File: config.mk
export PLATFORM = sky130hd
export DESIGN_NAME = wear_leveled_counter_ring
export DESIGN_NICKNAME = d
export VERILOG_FILES = /design/src/sv/wlcr_pkg.sv /design/src/sv/wlcr_ctrl.sv /design/src/sv/wlcr_dp.sv /design/src/sv/wear_leveled_counter_ring.sv
export SDC_FILE = /design/constraint.sdc
export NUM_CORES = 1
export LEC_CHECK = 0
export CAP_MARGIN = 30
export CORE_ASPECT_RATIO = 0.7
export CORE_UTILIZATION = 25
export CTS_CLUSTER_SIZE = 8
export DETAILED_ROUTE_END_ITERATION = 10
export DONT_BUFFER_PORTS = 1
export GPL_ROUTABILITY_DRIVEN = 0
export PLACE_DENSITY_LB_ADDON = 0.2
export REMOVE_ABC_BUFFERS = 1
export SLEW_MARGIN = 10
export SYNTH_ARGS = -nofsm -noshare
export SYNTH_HDL_FRONTEND = slang
export SYNTH_HIERARCHICAL = 1
export SYNTH_SLANG_ARGS = --single-unit
File: constraint.sdc
create_clock -name clk_i -period 7.6 [get_ports clk_i]
set_input_delay 1.52 -clock clk_i [delete_from_list [all_inputs] [get_ports clk_i]]
set_output_delay 1.52 -clock clk_i [all_outputs]
set_load 0.1 [all_outputs]
File: src/sv/wlcr_pkg.sv
// ---------------------------------------------------------------------------
// wlcr_pkg
// Types and constants for the wear-leveled counter ring.
// ---------------------------------------------------------------------------
`timescale 1ns / 1ps

package wlcr_pkg;

  localparam int SLOT_COUNT_DEF = 8;
  localparam int WORD_W         = 16;
  localparam int REC_W          = 2 * WORD_W;
  localparam int SLOT_W         = 4;

  localparam logic [WORD_W-1:0] ERASED_WORD = 16'hFFFF;

  localparam logic OP_READ  = 1'b0;
  localparam logic OP_WRITE = 1'b1;

  typedef enum logic {
    ST_IDLE,
    ST_DONE
  } wlcr_state_e;

  // controller -> datapath
  typedef struct packed {
    logic exec;   // take the input transaction, run the ring access
    logic load;   // move the result into the output register
  } wlcr_cmd_t;

  // datapath -> controller
  typedef struct packed {
    logic out_free;  // output register empty or being drained this cycle
  } wlcr_sts_t;

endpackage

File: src/sv/wlcr_ctrl.sv
// ---------------------------------------------------------------------------
// wlcr_ctrl
// Sequencer: accept one transaction, then hand its result to the output
// register once that register can take it.
// ---------------------------------------------------------------------------
`timescale 1ns / 1ps

module wlcr_ctrl (
  input  logic                clk_i,
  input  logic                rst_ni,
  input  logic                in_valid_i,
  output logic                in_stall_o,
  input  wlcr_pkg::wlcr_sts_t sts_i,
  output wlcr_pkg::wlcr_cmd_t cmd_o
);
  import wlcr_pkg::*;

  wlcr_state_e state_q, state_d;

  always_ff @(posedge clk_i or negedge rst_ni) begin
    if (!rst_ni) begin
      state_q <= ST_IDLE;
    end else begin
      state_q <= state_d;
    end
  end

  always_comb begin
    state_d = state_q;
    unique case (state_q)
      ST_IDLE: begin
        if (in_valid_i) begin
          state_d = ST_DONE;
        end
      end
      ST_DONE: begin
        if (sts_i.out_free) begin
          state_d = ST_IDLE;
        end
      end
      default: state_d = ST_IDLE;
    endcase
  end

  always_comb begin
    in_stall_o = 1'b1;
    cmd_o      = '0;
    unique case (state_q)
      ST_IDLE: begin
        in_stall_o = 1'b0;
        cmd_o.exec = in_valid_i;
      end
      ST_DONE: begin
        cmd_o.load = sts_i.out_free;
      end
      default: begin
        in_stall_o = 1'b1;
      end
    endcase
  end

endmodule

File: src/sv/wlcr_dp.sv
// ---------------------------------------------------------------------------
// wlcr_dp
// Slot storage, marker pointer and output register of the counter ring.
// ---------------------------------------------------------------------------
`timescale 1ns / 1ps

module wlcr_dp #(
  parameter int SlotCount = wlcr_pkg::SLOT_COUNT_DEF
) (
  input  logic                       clk_i,
  input  logic                       rst_ni,
  input  wlcr_pkg::wlcr_cmd_t        cmd_i,
  output wlcr_pkg::wlcr_sts_t        sts_o,
  input  logic                       op_i,
  input  logic [wlcr_pkg::REC_W-1:0] write_value_i,
  output logic                       out_valid_o,
  input  logic                       out_stall_i,
  output logic [wlcr_pkg::REC_W-1:0] read_value_o,
  output logic [wlcr_pkg::SLOT_W-1:0] slot_o
);
  import wlcr_pkg::*;

  localparam int IdxW = (SlotCount > 1) ? $clog2(SlotCount) : 1;
  localparam int SumW = (IdxW + 1 > SLOT_W) ? IdxW + 1 : SLOT_W;
  localparam logic [IdxW-1:0] LastIdx = IdxW'(SlotCount - 1);

  // Slot words; an entry with its valid bit low reads as erased.
  logic [WORD_W-1:0] hi_mem [SlotCount];
  logic [WORD_W-1:0] lo_mem [SlotCount];
  logic [SlotCount-1:0] hi_vld_q, hi_vld_d;
  logic [SlotCount-1:0] lo_vld_q, lo_vld_d;

  // 0-based index of the first erased high word; the ring always has one.
  logic [IdxW-1:0] first_q, first_d;

  logic [IdxW-1:0]   cur_idx;
  logic [IdxW-1:0]   after_idx;
  logic              is_last;
  logic              new_erased;
  logic [SumW-1:0]   slot_sel;

  logic [WORD_W-1:0] hi_rd_q, lo_rd_q;
  logic              hi_rd_vld_q, lo_rd_vld_q;
  logic              op_q;
  logic [SumW-1:0]   res_slot_q;

  logic              out_vld_q, out_vld_d;
  logic [REC_W-1:0]  read_value_q;
  logic [SLOT_W-1:0] slot_q;
  logic [WORD_W-1:0] hi_eff, lo_eff;

  assign is_last    = (first_q == LastIdx);
  assign cur_idx    = (first_q == '0) ? LastIdx : first_q - 1'b1;
  assign after_idx  = is_last ? '0 : first_q + 1'b1;
  assign new_erased = (write_value_i[REC_W-1:WORD_W] == ERASED_WORD);

  // Write lands on the first erased slot; read reports the slot before it.
  assign slot_sel = (op_i == OP_WRITE) ? SumW'(first_q) + 1'b1 : SumW'(cur_idx) + 1'b1;

  always_comb begin
    hi_vld_d = hi_vld_q;
    lo_vld_d = lo_vld_q;
    first_d  = first_q;
    if (cmd_i.exec && op_i == OP_WRITE) begin
      hi_vld_d[first_q]   = 1'b1;
      lo_vld_d[first_q]   = 1'b1;
      // erase the next high word by dropping its valid bit
      hi_vld_d[after_idx] = 1'b0;
      if (is_last) begin
        first_d = '0;
      end else if (!new_erased) begin
        first_d = first_q + 1'b1;
      end
    end
  end

  always_ff @(posedge clk_i or negedge rst_ni) begin
    if (!rst_ni) begin
      hi_vld_q  <= '0;
      lo_vld_q  <= '0;
      first_q   <= '0;
      out_vld_q <= 1'b0;
    end else begin
      hi_vld_q  <= hi_vld_d;
      lo_vld_q  <= lo_vld_d;
      first_q   <= first_d;
      out_vld_q <= out_vld_d;
    end
  end

  always_ff @(posedge clk_i) begin
    if (cmd_i.exec) begin
      if (op_i == OP_WRITE) begin
        hi_mem[first_q] <= write_value_i[REC_W-1:WORD_W];
        lo_mem[first_q] <= write_value_i[WORD_W-1:0];
      end else begin
        hi_rd_q <= hi_mem[cur_idx];
        lo_rd_q <= lo_mem[cur_idx];
      end
    end
  end

  always_ff @(posedge clk_i) begin
    if (cmd_i.exec) begin
      op_q        <= op_i;
      res_slot_q  <= slot_sel;
      hi_rd_vld_q <= hi_vld_q[cur_idx];
      lo_rd_vld_q <= lo_vld_q[cur_idx];
    end
  end

  assign hi_eff = hi_rd_vld_q ? hi_rd_q : ERASED_WORD;
  assign lo_eff = lo_rd_vld_q ? lo_rd_q : ERASED_WORD;

  assign sts_o.out_free = !out_vld_q || !out_stall_i;

  always_comb begin
    out_vld_d = out_vld_q;
    if (cmd_i.load) begin
      out_vld_d = 1'b1;
    end else if (!out_stall_i) begin
      out_vld_d = 1'b0;
    end
  end

  always_ff @(posedge clk_i) begin
    if (cmd_i.load) begin
      read_value_q <= (op_q == OP_READ) ? {hi_eff, lo_eff} : '0;
      slot_q       <= res_slot_q[SLOT_W-1:0];
    end
  end

  assign out_valid_o  = out_vld_q;
  assign read_value_o = read_value_q;
  assign slot_o       = slot_q;

endmodule

File: src/sv/wear_leveled_counter_ring.sv
// ---------------------------------------------------------------------------
// wear_leveled_counter_ring
// Flow: an accepted transaction runs its slot memory read or write, and its
// result is then loaded into the output register; no new transaction is
// taken until that load. A stalled result holds off the next transaction
// until the output register drains.
// Reset: asynchronous; every slot reads erased, the marker sits on slot 1,
// and no clearing pass is needed.
// ---------------------------------------------------------------------------
`timescale 1ns / 1ps

module wear_leveled_counter_ring #(
  parameter int SLOT_COUNT = wlcr_pkg::SLOT_COUNT_DEF
) (
  input  logic                        clk_i,
  input  logic                        rst_ni,
  input  logic                        in_valid_i,
  output logic                        in_stall_o,
  input  logic                        op_i,
  input  logic [wlcr_pkg::REC_W-1:0]  write_value_i,
  output logic                        out_valid_o,
  input  logic                        out_stall_i,
  output logic [wlcr_pkg::REC_W-1:0]  read_value_o,
  output logic [wlcr_pkg::SLOT_W-1:0] slot_o
);
  import wlcr_pkg::*;

  wlcr_cmd_t cmd;
  wlcr_sts_t sts;

  wlcr_ctrl u_ctrl (
    .clk_i      (clk_i),
    .rst_ni     (rst_ni),
    .in_valid_i (in_valid_i),
    .in_stall_o (in_stall_o),
    .sts_i      (sts),
    .cmd_o      (cmd)
  );

  wlcr_dp #(
    .SlotCount (SLOT_COUNT)
  ) u_dp (
    .clk_i         (clk_i),
    .rst_ni        (rst_ni),
    .cmd_i         (cmd),
    .sts_o         (sts),
    .op_i          (op_i),
    .write_value_i (write_value_i),
    .out_valid_o   (out_valid_o),
    .out_stall_i   (out_stall_i),
    .read_value_o  (read_value_o),
    .slot_o        (slot_o)
  );

endmodule

-- After elaboration in Yosys (flattened, before gate mapping)
Memory sizes are Yosys's and may differ from the RTL's. A register that Yosys moved wholly into a read port is not among the register bits.
Index checks and enable logic that the tools add are counted.
- $add $sub $neg: 4
- order comparisons: 5
- equality and inequality tests: 4
- mux-type cells: 26
- bitwise gates (word level): 6
- reductions and logical operators: 9
- operators with widths (operator ; number):
    $mux W16 ; 2
    $eq A16 B16 Y1 const B ; 1
    $or A8 B8 Y8 ; 2
    $mux W1 ; 14
    $lt A3 B4 Y1 const B ; 3
    $mux W3 ; 4
    $add A3 B1 Y4 const B ; 2
    $and A8 B8 Y8 ; 1
    $not A8 Y8 ; 1
    $bmux W1 S3 ; 2
    $demux W1 S3 ; 2
    $ge A3 B1 Y1 const B ; 2
    $mux W4 ; 1
    $ne A2 B1 Y1 const B ; 2
    $reduce_and A2 Y1 ; 2
    $add A3 B1 Y3 const B ; 1
    $eq A3 B3 Y1 const B ; 1
    $logic_and A1 B1 Y1 ; 3
    $logic_not A3 Y1 ; 1
    $sub A3 B1 Y3 const B ; 1
    $logic_not A1 Y1 ; 2
    $not A1 Y1 ; 2
    $pmux W1 S2 ; 1
    $logic_or A1 B1 Y1 ; 1
- flip-flop bits (word level): 64
- bits in writable memories: 256
- bits of input ports: 37
- output and inout bits: 38
- logic and storage cells: 67
- memories kept: 2
- memory list (name ; words ; bits a word ; read ports ; clocked after Yosys merged registers in ; write ports ; RTL line ; RTL):
    u_dp.hi_mem ; 8 ; 16 ; 1 ; 1 ; 1 ; wlcr_dp.sv:28 ; logic [WORD_W-1:0] hi_mem [SlotCount];
    u_dp.lo_mem ; 8 ; 16 ; 1 ; 1 ; 1 ; wlcr_dp.sv:29 ; logic [WORD_W-1:0] lo_mem [SlotCount];

-- Depth between registers and ports, before layout
- depth after elaboration: 8
- mapped depth: 9
- gate-level depth less buffers: 7

-- Cells and area by module
The synthesis kept the hierarchy.
- modules (own cells, without submodules) (module ; instances ; cells each ; area an instance (um^2) ; sequential area each (um^2)):
    wlcr_dp ; 1 ; 618 ; 13276.5 ; 10440.0
    wlcr_ctrl ; 1 ; 5 ; 52.6 ; 25.0

-- Least setup slack after synthesis
Ideal clock, no wire load.
- path kind: input port to flip-flop
- from: input port op_i
- to: register u_dp.hi_vld_q[1]
- library setup time: 0.074 ns
- arrival: 4.688 ns
- data required time: 7.526 ns
- path slack: 2.838 ns
- stages on the path: 4
- path buffers: 1
- cells stage by stage: clkbuf_1 nand3_1 nor3_1 o32a_1
- word-level cells in the longest chain between the ends: 1
- ends and longest elaborated chain (what ; RTL line ; RTL):
    from (decl) ; wear_leveled_counter_ring.sv:19 ; input logic op_i,
    $logic_and A1 B1 Y1 ; wlcr_dp.sv:64 ; if (cmd_i.exec && op_i == OP_WRITE) begin
    to (signal assigned) ; wlcr_dp.sv:84 ; hi_vld_q <= hi_vld_d;
    to (decl) ; wlcr_dp.sv:30 ; logic [SlotCount-1:0] hi_vld_q, hi_vld_d;
Every way passes these cells.
A chain may end at the register's enable or synchronous reset.

-- Worst setup path after layout
- from: register u_dp.first_q[1]
- to: register u_dp.lo_rd_q[14], read port of u_dp.lo_mem (data pin)
- word-level cells in the longest chain between the ends: 2
- elaborated cells on any way between the ends: 3
- classes of those cells: add/sub (1); mux (1); reduce/logical (1)
- ends and longest elaborated chain (what ; RTL line ; RTL):
    from (decl) ; wlcr_dp.sv:34 ; logic [IdxW-1:0] first_q, first_d;
    from (signal assigned) ; wlcr_dp.sv:86 ; first_q <= first_d;
    $sub A3 B1 Y3 or $logic_not A3 Y1 (tied branches) ; wlcr_dp.sv:53 ; assign cur_idx = (first_q == '0) ? LastIdx : first_q - 1'b1;
    $mux W3 (*) ; wlcr_dp.sv:53 ;
    to (decl) ; wlcr_dp.sv:42 ; logic [WORD_W-1:0] hi_rd_q, lo_rd_q;
Mark *: on every way between the ends. The rest lies on a longest branch, timed or not.

==> results_dict.tcl <==
set metrics [dict create \
    drtAntennaViolNets 0 \
    clkTransAtPathRegs_ns 0.05 \
    ys_types 38 \
    start_util_pct 25.4 \
    hold_violations 0 \
    finalSetupViolations 0 \
    worst-slew-pin-transition_ns 0.937 \
    worst-path-max-fanout 31 \
    clkLatencyLatePin_ns 0.55 \
    die-area_um2 54300 \
    fin_crit_sh_pct 43.3 \
    post-route-util_pct 29.8 \
    final_common_cell "edfxtp_1" \
    hold_path.class "reg2reg" \
    rsz0062_at_grt "no" \
    fmax_mhz 304 \
    power.leakage_nw 5.01 \
    drt_wl_total_um 31100 \
    fin_nets 707 \
    post_cts_buffers 0 \
    port_buffers 0 \
    cp-start-kind "flop" \
    initialDrtViolationCount 466 \
    drc 0 \
    antenna_found_initial 1 \
    rows 70 \
    dr.pass1.iters 4 \
    ys_async_sr_fraction_pct 5.97 \
    root_buffer "clkbuf_16" \
    cts_tree "yes" \
    status "finished clean" \
    cp.arrival_ns 3.59 \
    boundaryPins 75 \
    path_class "reg2reg" \
    routed_via_density 4.38 \
    dieHeight_um 195 \
    grt_remaining_overflow 0 \
    ys.flop_type "edfxtp_1" \
    vdd_drop_max_v 0.000159 \
    power-per-cell-area_nw_per_um2 441 \
    grt.total_usage_pct 11.7 \
    grt_pass1_vias 6728 \
    yosysWarnings 6 \
    setup_tns_ns 0 \
    synth.avg_cell_area_um2 21.4 \
    grt_pass1_wl_um 45700 \
    fp.dieW_um 278 \
    max_slew_margin_pct 37.6 \
    via_count 5995 \
    clockBufferDepth 3 \
    crit_path_end_kind "flop" \
    power_mw 6.90 \
    grt_max_degree 39 \
    synth_top_area_share_pct 74.6 \
    holdBufCountCts 0 \
    cts_made_buffers 49 \
    ys_seq_area_share_pct 78.5 \
    clkSinkCount 352 \
    synthesis.area_um2 13300 \
    synthTopCellsByArea "edfxtp_1 75%, mux4_2 11%, dfrtp_1 3.9%" \
    synth-edff-count 331 \
    crit_required_ns 7.89 \
    h-tree-depth 2 \
    fin_crit_ns 3.29 \
    maxCapViolations 0 \
    layout-drive-gt1-share_pct 28.3 \
    dp_hpwl_um 17800 \
    syn2layout_area_growth_pct 17.3 \
    synthCells 623 \
    core_um2 52500 \
    cts_resized 0 \
    ys_seq_elements 352 \
    mostFrequentLayoutCells "331 x edfxtp_1, 67 x mux4_2, 49 x clkbuf_16, 37 x inv_1, 35 x mux2_2" \
    fin_worst_skew_ns 0.0179 \
    synth_area_leader_cell "edfxtp_1" \
    wire_per_inst_um 22.8 \
    drv_slew 0 \
]
-- through the flow --
stage / setup slack [ns] / area (um2) / std cells / hold slack (ns)
after floorplan: 2.82 / 13200 / 595 / 0.400
after global placement: 3.56 / 14200 / 1290 / 0.425
after detailed placement: 3.92 / 14300 / 1297 / 0.416
after CTS: 4.24 / 15600 / 1367 / 0.436
after global routing: 4.08 / 15600 / 1367 / 0.446
final: 4.31 / 15600 / 1368 / 0.431
-- worst max-delay path: stages (launching register included) --
cell and delay [ns]:
dfrtp_1 0.51, inv_1 0.15, ha_1 0.27, a21oi_4 0.34, buf_12 0.23, buf_4 0.61, mux4_2 0.59, mux2_2 0.29
-- routing by layer --
metal / share of wire (%) / routed length [um] / track usage, %
met3: 5.7 / 1790 / 3.55
met2: 46 / 14200 / 18.1
met5: 0 / 0 / 0
met4: 2.0 / 638 / 3.23
met1: 47 / 14500 / 15.8
-- Yosys cell counts (6+ instances only) --
cell type	count
a21oi_1	34
buf_2	6
buf_6	6
clkbuf_1	15
dfrtp_1	21
edfxtp_1	331
ha_1	6
inv_1	37
mux2_2	35
mux4_2	67
nand2_1	7
nor2_1	7
o32a_1	6
-- power breakdown --
part	internal, mW	switching [mW]
Combinational	0.811	0.870
Sequential	2.52	0.748
Clock	1.17	0.777
Total	4.50	2.39
-- area by class of cell --
| type | instances | area [um2] |
|---|---|---|
| inverter | 40 | 150 |
| fill | 5021 | 36800 |
| antenna | 1 | 2.50 |
| timing repair buffer | 18 | 205 |
| clock buffer | 67 | 1290 |
| clock inverter | 3 | 37.5 |
| multi-input combinational | 203 | 2620 |
| sequential | 352 | 10500 |
| tap | 684 | 856 |
-- path summary, 6_finish.rpt --
kind,slack [ns],depth (start not counted),end,from
setup / recovery,4.31,7,u_dp/lo_rd_q[14],u_dp/first_q[1]
hold / removal,0.43,0,u_dp/slot_o[0],u_dp/res_slot_q[0]
setup reg to reg,4.31,7,u_dp/lo_rd_q[14],u_dp/first_q[1]
hold reg to reg,0.43,0,u_dp/slot_o[0],u_dp/res_slot_q[0]
max in group asynchronous,6.86,0,u_dp/lo_vld_q[4],rst_ni
min in group asynchronous,0.66,0,u_ctrl/state_q,rst_ni
-- registers in the layout (all words and copies together), names as in the netlist --
register and cells:
u_dp/hi_vld_q 8, u_dp/lo_rd_q 16, u_dp/op_q 1, u_dp/lo_rd_vld_q 1, u_dp/res_slot_q 4, u_dp/out_valid_o 1
u_dp/hi_mem 128, u_dp/hi_rd_vld_q 1, u_dp/lo_mem 128, u_ctrl/state_q 1, u_dp/hi_rd_q 16, u_dp/lo_vld_q 8
u_dp/read_value_o 32, u_dp/slot_o 4, u_dp/first_q 3
-- kinds of logic after synthesis --
logic type,after synthesis,synth area share (%)
simple gates,40,1.61
xor+xnor,1,0.0657
mux,105,14.5
fa+ha+maj,6,0.563
flops,352,78.5
compound gates,51,2.41
buf+inv,68,2.34
Note: power is estimated with default switching activity, not from simulation.
